<file path="src/rtl/eilc_pkg.sv">
`timescale 1ns / 1ps
// ----------------------------------------------------------------------------
// eilc_pkg
// Shared types and constants of the external interrupt line controller.
// ----------------------------------------------------------------------------
package eilc_pkg;

  localparam int unsigned NUM_LINES = 16;
  localparam int unsigned LINE_W    = 16;
  localparam int unsigned SEL_W     = 4;
  localparam int unsigned IRQ_W     = 7;
  localparam int unsigned CFG_W     = 64;
  localparam int unsigned CFG_IDX_W = 2;
  localparam int unsigned IN_DATA_W  = 40;
  localparam int unsigned OUT_DATA_W = 32;

  // Lines that exist
  localparam logic [LINE_W-1:0] LINE_BITS = LINE_W'((17'd1 << NUM_LINES) - 17'd1);

  // Request groups
  localparam logic [LINE_W-1:0] GRP_SINGLE = 16'h001F;
  localparam logic [LINE_W-1:0] GRP_MID    = 16'h03E0;
  localparam logic [LINE_W-1:0] GRP_HIGH   = 16'hFC00;

  typedef enum logic [1:0] {
    OpSample  = 2'd0,
    OpTrigger = 2'd1,
    OpClear   = 2'd2,
    OpStatus  = 2'd3
  } op_e;

  typedef enum logic [CFG_IDX_W-1:0] {
    CfgRiseEnable = 2'd0,
    CfgFallEnable = 2'd1,
    CfgIrqEnable  = 2'd2,
    CfgPortSelect = 2'd3
  } cfg_idx_e;

  typedef struct packed {
    op_e               opcode;
    logic [SEL_W-1:0]  port_index;
    logic [LINE_W-1:0] pin_levels;
    logic [LINE_W-1:0] line_mask;
  } in_item_t;

  typedef struct packed {
    logic              next_valid;
    logic [SEL_W-1:0]  next_line;
    logic [IRQ_W-1:0]  irq_requests;
    logic [LINE_W-1:0] pending_lines;
  } out_item_t;

endpackage

</file>
<file path="src/rtl/external_interrupt_line_controller_core.sv">
`timescale 1ns / 1ps
// ----------------------------------------------------------------------------
// external_interrupt_line_controller_core
// Edge-triggered interrupt lines (NUM_LINES in eilc_pkg) with port select, pending, masking.
// ----------------------------------------------------------------------------
// Datapath: input register, then one pass of edge/pending logic into the
//   result register; the pending register is updated in the same pass.
// Throughput: one item per cycle while the result stream is not stalled.
// Reset: asynchronous, clears config registers, last levels, pending bits
//   and both valid flags.
module external_interrupt_line_controller_core (
  input  logic        clk_i,
  input  logic        rst_ni,
  // configuration write port
  input  logic        cfg_we_i,
  input  logic [1:0]  cfg_addr_i,
  input  logic [63:0] cfg_wdata_i,
  // input stream
  input  logic        s_axis_tvalid,
  output logic        s_axis_tready,
  // [3:0] port_index, [19:4] pin_levels, [35:20] line_mask, [39:36] zero
  input  logic [39:0] s_axis_tdata,
  // [1:0] opcode
  input  logic [1:0]  s_axis_tuser,
  // result stream
  output logic        m_axis_tvalid,
  input  logic        m_axis_tready,
  // [15:0] pending_lines, [22:16] irq_requests, [26:23] next_line,
  // [27] next_valid, [31:28] zero
  output logic [31:0] m_axis_tdata
);

  logic [eilc_pkg::LINE_W-1:0] rise_en_q, fall_en_q, irq_en_q;
  logic [eilc_pkg::CFG_W-1:0]  port_sel_q;
  logic [eilc_pkg::LINE_W-1:0] last_level_q, last_level_d;
  logic [eilc_pkg::LINE_W-1:0] pending_q, pending_d;

  logic                in_valid_q;
  eilc_pkg::in_item_t  in_q;
  logic                out_valid_q;
  eilc_pkg::out_item_t out_q, out_d;
  logic                advance;

  // Configuration registers
  always_ff @(posedge clk_i or negedge rst_ni) begin
    if (!rst_ni) begin
      rise_en_q  <= '0;
      fall_en_q  <= '0;
      irq_en_q   <= '0;
      port_sel_q <= '0;
    end else if (cfg_we_i) begin
      case (eilc_pkg::cfg_idx_e'(cfg_addr_i))
        eilc_pkg::CfgRiseEnable: rise_en_q  <= cfg_wdata_i[eilc_pkg::LINE_W-1:0];
        eilc_pkg::CfgFallEnable: fall_en_q  <= cfg_wdata_i[eilc_pkg::LINE_W-1:0];
        eilc_pkg::CfgIrqEnable:  irq_en_q   <= cfg_wdata_i[eilc_pkg::LINE_W-1:0];
        eilc_pkg::CfgPortSelect: port_sel_q <= cfg_wdata_i;
        default: ;
      endcase
    end
  end

  // Input register; advance whenever the result slot is free or draining
  assign advance       = in_valid_q && (!out_valid_q || m_axis_tready);
  assign s_axis_tready = !in_valid_q || advance;

  always_ff @(posedge clk_i or negedge rst_ni) begin
    if (!rst_ni) begin
      in_valid_q <= 1'b0;
    end else if (s_axis_tready) begin
      in_valid_q <= s_axis_tvalid;
    end
  end

  always_ff @(posedge clk_i) begin
    if (s_axis_tvalid && s_axis_tready) begin
      in_q.opcode     <= eilc_pkg::op_e'(s_axis_tuser);
      in_q.port_index <= s_axis_tdata[3:0];
      in_q.pin_levels <= s_axis_tdata[19:4];
      in_q.line_mask  <= s_axis_tdata[35:20];
    end
  end

  // Edge detection and pending update
  logic [eilc_pkg::LINE_W-1:0] sel, rising, falling, mask, active;
  logic [eilc_pkg::SEL_W-1:0]  next_line;
  logic                        next_valid;

  always_comb begin
    for (int n = 0; n < eilc_pkg::LINE_W; n++) begin
      sel[n] = (port_sel_q[eilc_pkg::SEL_W*n +: eilc_pkg::SEL_W] == in_q.port_index);
    end
    sel     = sel & eilc_pkg::LINE_BITS;
    rising  = sel & in_q.pin_levels & ~last_level_q;
    falling = sel & ~in_q.pin_levels & last_level_q;
    mask    = in_q.line_mask & eilc_pkg::LINE_BITS;

    pending_d    = pending_q;
    last_level_d = last_level_q;
    case (in_q.opcode)
      eilc_pkg::OpSample: begin
        pending_d    = pending_q | (rising & rise_en_q) | (falling & fall_en_q);
        last_level_d = (last_level_q & ~sel) | (in_q.pin_levels & sel);
      end
      eilc_pkg::OpTrigger: pending_d = pending_q | (mask & irq_en_q);
      eilc_pkg::OpClear:   pending_d = pending_q & ~mask;
      default: ;
    endcase
    pending_d = pending_d & eilc_pkg::LINE_BITS;

    active     = pending_d & irq_en_q & eilc_pkg::LINE_BITS;
    next_line  = '0;
    next_valid = |active;
    // Scan downward so the lowest active line wins
    for (int n = eilc_pkg::LINE_W - 1; n >= 0; n--) begin
      if (active[n]) begin
        next_line = eilc_pkg::SEL_W'(n);
      end
    end

    out_d.pending_lines = pending_d;
    out_d.irq_requests  = {|(active & eilc_pkg::GRP_HIGH),
                           |(active & eilc_pkg::GRP_MID),
                           active[4:0]};
    out_d.next_line     = next_line;
    out_d.next_valid    = next_valid;
  end

  always_ff @(posedge clk_i or negedge rst_ni) begin
    if (!rst_ni) begin
      pending_q    <= '0;
      last_level_q <= '0;
    end else if (advance) begin
      pending_q    <= pending_d;
      last_level_q <= last_level_d;
    end
  end

  // Result register
  always_ff @(posedge clk_i or negedge rst_ni) begin
    if (!rst_ni) begin
      out_valid_q <= 1'b0;
    end else if (advance) begin
      out_valid_q <= 1'b1;
    end else if (m_axis_tready) begin
      out_valid_q <= 1'b0;
    end
  end

  always_ff @(posedge clk_i) begin
    if (advance) begin
      out_q <= out_d;
    end
  end

  assign m_axis_tvalid = out_valid_q;
  assign m_axis_tdata  = {4'b0, out_q.next_valid, out_q.next_line,
                          out_q.irq_requests, out_q.pending_lines};

`ifndef NO_ASSERTIONS
  a_next_is_pending: assert property (@(posedge clk_i) disable iff (!rst_ni)
    (out_valid_q && out_q.next_valid) |-> out_q.pending_lines[out_q.next_line])
    else $error("next_line names a line that is not pending");

  a_valid_matches_req: assert property (@(posedge clk_i) disable iff (!rst_ni)
    out_valid_q |-> (out_q.next_valid == (|out_q.irq_requests)))
    else $error("next_valid disagrees with irq_requests");

  a_state_reported: assert property (@(posedge clk_i) disable iff (!rst_ni)
    advance |=> (out_valid_q && out_q.pending_lines == pending_q))
    else $error("reported pending differs from stored pending");

  a_hold_state: assert property (@(posedge clk_i) disable iff (!rst_ni)
    !advance |=> ($stable(pending_q) && $stable(last_level_q)))
    else $error("line state changed without an item");
`endif

endmodule

</file>
<file path="config.mk">
export PLATFORM = sky130hd
export DESIGN_NAME = external_interrupt_line_controller_core
export DESIGN_NICKNAME = d
export VERILOG_FILES = /design/src/rtl/eilc_pkg.sv /design/src/rtl/external_interrupt_line_controller_core.sv
export SDC_FILE = /design/constraint.sdc
export NUM_CORES = 1
export LEC_CHECK = 0
export ABC_AREA = 1
export BUFFER_PORTS_ARGS = -buffer_cell sky130_fd_sc_hd__buf_2
export CORE_MARGIN = 5
export CORE_UTILIZATION = 25
export CTS_BUF_LIST = sky130_fd_sc_hd__clkbuf_8
export DETAILED_ROUTE_END_ITERATION = 10
export HOLD_SLACK_MARGIN = 0.02
export REMOVE_ABC_BUFFERS = 1
export SYNTH_ARGS = -nofsm -noshare
export SYNTH_HDL_FRONTEND = slang
export SYNTH_SLANG_ARGS = --single-unit
</file>
<file path="constraint.sdc">
create_clock -name clk_i -period 2.45 [get_ports clk_i]
set_input_delay 0 -clock clk_i [delete_from_list [all_inputs] [get_ports clk_i]]
set_output_delay 0 -clock clk_i [all_outputs]
set_load 0.05 [all_outputs]
</file>
# Yosys cells after proc, flatten, opt, wreduce, memory -nomap -nowiden
# Index checks and enable logic that the tools add are counted.
[classes] n_reduce_logical=20 bitwise=18 n_mux=18 n_eq_ne=21
[op_table] operator="16-bit AND" n=10
[op_table] operator="4-bit equality test" n=16
[op_table] operator="16-bit inverter" n=4
[op_table] operator="16-bit OR" n=4
[op_table] operator="16-bit case mux with 3 select lines" n=1
[op_table] operator="4-bit two-way mux" n=8
[op_table] operator="16-bit OR reduction" n=1
[op_table] operator="3-bit two-way mux" n=4
[op_table] operator="2-bit AND reduction" n=5
[op_table] operator="8-bit OR reduction" n=1
[op_table] operator="2-bit equality test, second input constant" n=3
[op_table] operator="6-bit OR reduction" n=1
[op_table] operator="5-bit OR reduction" n=1
[op_table] operator="2-bit by 1-bit equality test with 1-bit output, second input constant" n=2
[op_table] operator="2-bit zero test" n=2
[op_table] operator="2-bit two-way mux" n=2
[op_table] operator="4-bit OR reduction" n=1
[op_table] operator="1-bit two-way mux" n=3
[op_table] operator="1-bit logical AND" n=2
[op_table] operator="1-bit zero test" n=2
[op_table] operator="1-bit logical OR" n=2
[op_table] operator="2-bit nonzero test" n=1
[op_table] operator="2-bit OR reduction" n=1
[word_totals] input_bits=113 regBits=212 word_cells=96 out_inout_bits=34

# Depth between registers and ports, before layout
[depth] depth_word=23 mapped_depth=24 depth_no_buf=23

# Least setup slack after synthesis
# OpenSTA, ideal clock, no wires.
[synth_timing] path_type="reg2reg" startpoint="register out_valid_q (netlist: m_axis_tvalid)" endpoint="register in_q[16] (netlist name) (enable)" arrival_ns=2.002 t_required_ns=2.058 setup_slack_ns=0.055 period_less_slack_ns=2.395 path_stages_with_launch=4 setup_time_ns=0.392 n_path_buf=0 cell_sequence="dfrtp_1 nand3_1 nand2_1 inv_1"
[synth_between] elab_chain_len=5
[synth_rtl] element="from (decl)" line="external_interrupt_line_controller_core.sv:40" source="logic out_valid_q;"
[synth_rtl] element="from (signal assigned)" line="external_interrupt_line_controller_core.sv:141" source="out_valid_q <= 1'b0;"
[synth_rtl] element="from (signal assigned)" line="external_interrupt_line_controller_core.sv:143" source="out_valid_q <= 1'b1;"
[synth_rtl] element="from (signal assigned)" line="external_interrupt_line_controller_core.sv:145" source="out_valid_q <= 1'b0;"
[synth_rtl] element="1-bit zero test" line="external_interrupt_line_controller_core.sv:63" source="assign advance = in_valid_q && (!out_valid_q || m_axis_tready);"
[synth_rtl] element="1-bit logical OR" line="external_interrupt_line_controller_core.sv:63"
[synth_rtl] element="1-bit logical AND" line="external_interrupt_line_controller_core.sv:63"
[synth_rtl] element="1-bit logical OR" line="external_interrupt_line_controller_core.sv:64" source="assign s_axis_tready = !in_valid_q || advance;"
[synth_rtl] element="via s_axis_tready" line="external_interrupt_line_controller_core.sv:20" source="output logic s_axis_tready,"
[synth_rtl] element="1-bit logical AND" line="external_interrupt_line_controller_core.sv:75" source="if (s_axis_tvalid && s_axis_tready) begin"
[synth_rtl] element="to (decl)" line="external_interrupt_line_controller_core.sv:39" source="eilc_pkg::in_item_t in_q;"
# The timed path passes the listed nets, and every way through them passes these cells.
# A chain may end at the register's enable or synchronous reset.

==> out/metrics.cfg <==
[clocking]
cts.clk_slew.worst_paths_ns = 0.06
clockRootBuffer = clkbuf_8
clock_sinks = 212
cts_buffer_depth = 3
cts_made_buffers = 39
cts.htree.levels = 2
tritoncts = built
insertion_delay_ns = 0.54

[final_layout]
nNetsFinal = 1351
ff_latch_area_mm2 = 0.00564
multi_input_area_mm2 = 0.00334
final_util = 0.348
syn2layout_area_growth_pct = 37.9
fill_cells = 3847
drive_above_1_share = 0.261

[placement]
dp_slack_ns = 0.0596
place.gp.congestion = 0.800
dp_hpwl_mm = 19.6
portBuffers = 138

[setup_path]
critPathMaxFanout = 7
end_kind = register
crit_buf_inv = 4
critPathMaxStageDelay_ns = 0.45
setup.worst_path.class = reg -> reg
r2r_setup_slack_ns = 0.14
crit_slowest_cell = edfxtp_1
critPathLaunchType = register
crit_path_cell_trace = buf_6 -> xor2_2 -> nor4_4 -> nand4_1 -> nand3_1 -> inv_1 -> nor2_2 -> inv_2 -> nor2_4 -> inv_2 -> nand2_4 -> nor2_2 -> o21a_1
crit_required_ns = 2.73
critPathArrivalTime_ns = 2.59
critPathTopFamily = simple AND/OR/NAND/NOR gates

[logic_synthesis]
netlist_area_mm2 = 0.00945
yosysSeqAreaShare = 0.596
ys_ff_latch = 212
syn_inst = 931
avgSynthCellArea_um2 = 10.2
ys_types = 42
ys.warnings.count = 0

[die]
num_rows = 71
die_x_um = 204
chipHeight_um = 204
pin_count = 147
coreArea_mm2 = 0.0375
die_area_mm2 = 0.0418
initial_core_util = 0.252

[run_status]
status = complete, no violations

[power_and_ir_drop]
fin_total_pwr_mw = 10.8
p_leak_nw = 6.03
peakVddDrop_v = 0.000419
p_per_area_mw_per_mm2 = 832

[worst_hold_path]
hold_class = in -> async

[global_route]
antenna_found_initial = 2
first_global_vias = 7647
grt_use_total = 0.129
grt_pass1_wl_mm = 42.5
grt_max_degree = 72
grt-ovfl-total = 0

[route]
vias = 7420
first_iter_violations = 355
drc = 0
post_drt_via_cell_ratio = 4.17
drt-wirelength-per-cell_um = 15.3
routed_wl_mm = 27.3
ant_nets = 0
drt_first_pass_iters = 5

[timing]
post-route-period-util = 0.943
slew_headroom = 0.560
finalSetupTns_ns = 0
fin_skew_ns = 0.0325
fin_ws_ns = 0.139
setup_viol = 0
fmax_ghz = 0.433
drv_slew = 0
rsz0062_at_grt = yes
worst-slew-pin-transition_ns = 0.655
hold_viol = 0
finalCriticalPeriod_ns = 2.31

[job]
maxCapViolations = 0

[layout make-up]
cell class	instances	share of cell area
Inverter	97	0.0281
Sequential cell	212	0.432
Antenna cell	2	0.000384
Timing Repair Buffer	299	0.178
Tap cell	511	0.0490
Multi-Input combinational cell	589	0.256
Clock buffer	41	0.0433
Clock inverter	30	0.0127
[metal layers]
layer	GRT usage	share of wire	wire (um)	up-vias
li1	-	-	-	3684
met1	0.176	0.47	12800	3532
met5	0	0	0	-
met4	0.0361	0.020	537	0
met2	0.212	0.47	12800	168
met3	0.0241	0.044	1190	36
[logic make-up (layout without fill, tap and decap cells)]
logic type,count (synthesis),count (layout),share of synthesized area
AND/OR/NAND/NOR,325,325,0.144
other,1,6,0.000397
flip-flops,212,212,0.596
XOR/XNOR,57,57,0.0528
multiplexers,41,41,0.0488
AO/OA/AOI/OAI,162,162,0.0952
buffers and inverters,133,467,0.0622
[worst paths after layout]
| path | startpoint | endpoint | cells past startpoint |
|---|---|---|---|
| worst max register to register | in_q[33] | m_axis_tdata[25] | 13 |
| min in group clk_i | cfg_addr_i[1] | port_sel_q[49] | 3 |
| max in group asynchronous | rst_ni | port_sel_q[62] | 3 |
| worst min register to register | fall_en_q[5] | fall_en_q[5] | 2 |
| worst min-delay path | rst_ni | m_axis_tvalid | 3 |
| worst max-delay path | in_q[33] | m_axis_tdata[25] | 13 |
[stage by stage]
step | cell area, um^2 | hold WS (ns) | instances
floorplan | 9240 | -0.296 | 898
global placement | 10900 | -0.0201 | 1584
detailed placement | 10900 | -0.0259 | 1584
CTS | 12800 | 0.0303 | 1772
global route | 13000 | 0.0528 | 1779
finish | 13000 | 0.0340 | 1781
[registers in the layout (all words and copies together), names as in the netlist, named ones only]
| name | flops |
|---|---|
| in_q | 22 |
| port_sel_q | 64 |
| pending_q | 16 |
| m_axis_tdata | 28 |
| in_valid_q | 1 |
| irq_en_q | 16 |
| fall_en_q | 16 |
| mask | 16 |
| rise_en_q | 16 |
| m_axis_tvalid | 1 |
[cell usage after synthesis (all sizes together)]
library cell,n,area share
nand2,225,0.090
xor2,41,0.038
a21oi,38,0.024
nand4,12,0.0079
clkbuf,17,0.0068
edfxtp,66,0.21
a22oi,1,0.00079
xnor2,16,0.015
conb,1,0.00040
a211oi,5,0.0040
a31oi,5,0.0033
o21bai,1,0.00079
o211ai,4,0.0032
mux2,41,0.049
dfrtp,146,0.39
a32o,1,0.0011
o21a,1,0.00079
a22o,2,0.0019
buf,19,0.017
clkinv,1,0.00040
nand3,29,0.015
and2,1,0.00066
inv,96,0.038
nor4,4,0.0046
o21ai,103,0.055
nor2,51,0.024
a21o,1,0.00079
nor3,3,0.0016
[worst min-delay path, delay by kind of cell]
kind,cells,cell delay [ns]
buffers and inverters,3,0.94
[timing repair]
action,CTS,global route
resized for setup,0,28
endpoints found under the hold margin,298,0
hold buffers,117,0
endpoints found under the setup margin,0,5
buffers inserted,0,7
[where the power goes]
group          leakage [nW]  internal [mW]  total, mW  switching, mW
Combinational          3.17           1.12       2.83           1.71
Sequential             2.43           4.43       4.86          0.434
Clock                 0.426           1.67       3.16           1.49
Total                  6.03           7.21       10.8           3.64
[placed cells by master, fill, tap and decap left out, types with 6 or more instances in the layout]
master,count
a21oi_1,28
a21oi_2,9
buf_12,7
buf_2,137
buf_4,32
buf_6,6
clkbuf_8,41
clkinv_2,9
dfrtp_1,146
dlygate4sd3_1,116
edfxtp_1,66
inv_1,98
inv_2,11
mux2_2,41
nand2_1,220
nand3_1,26
nand4_1,12
nor2_1,36
nor2_2,10
o21ai_0,101
xnor2_1,16
xor2_1,40
(Power assumes the default switching activity.)
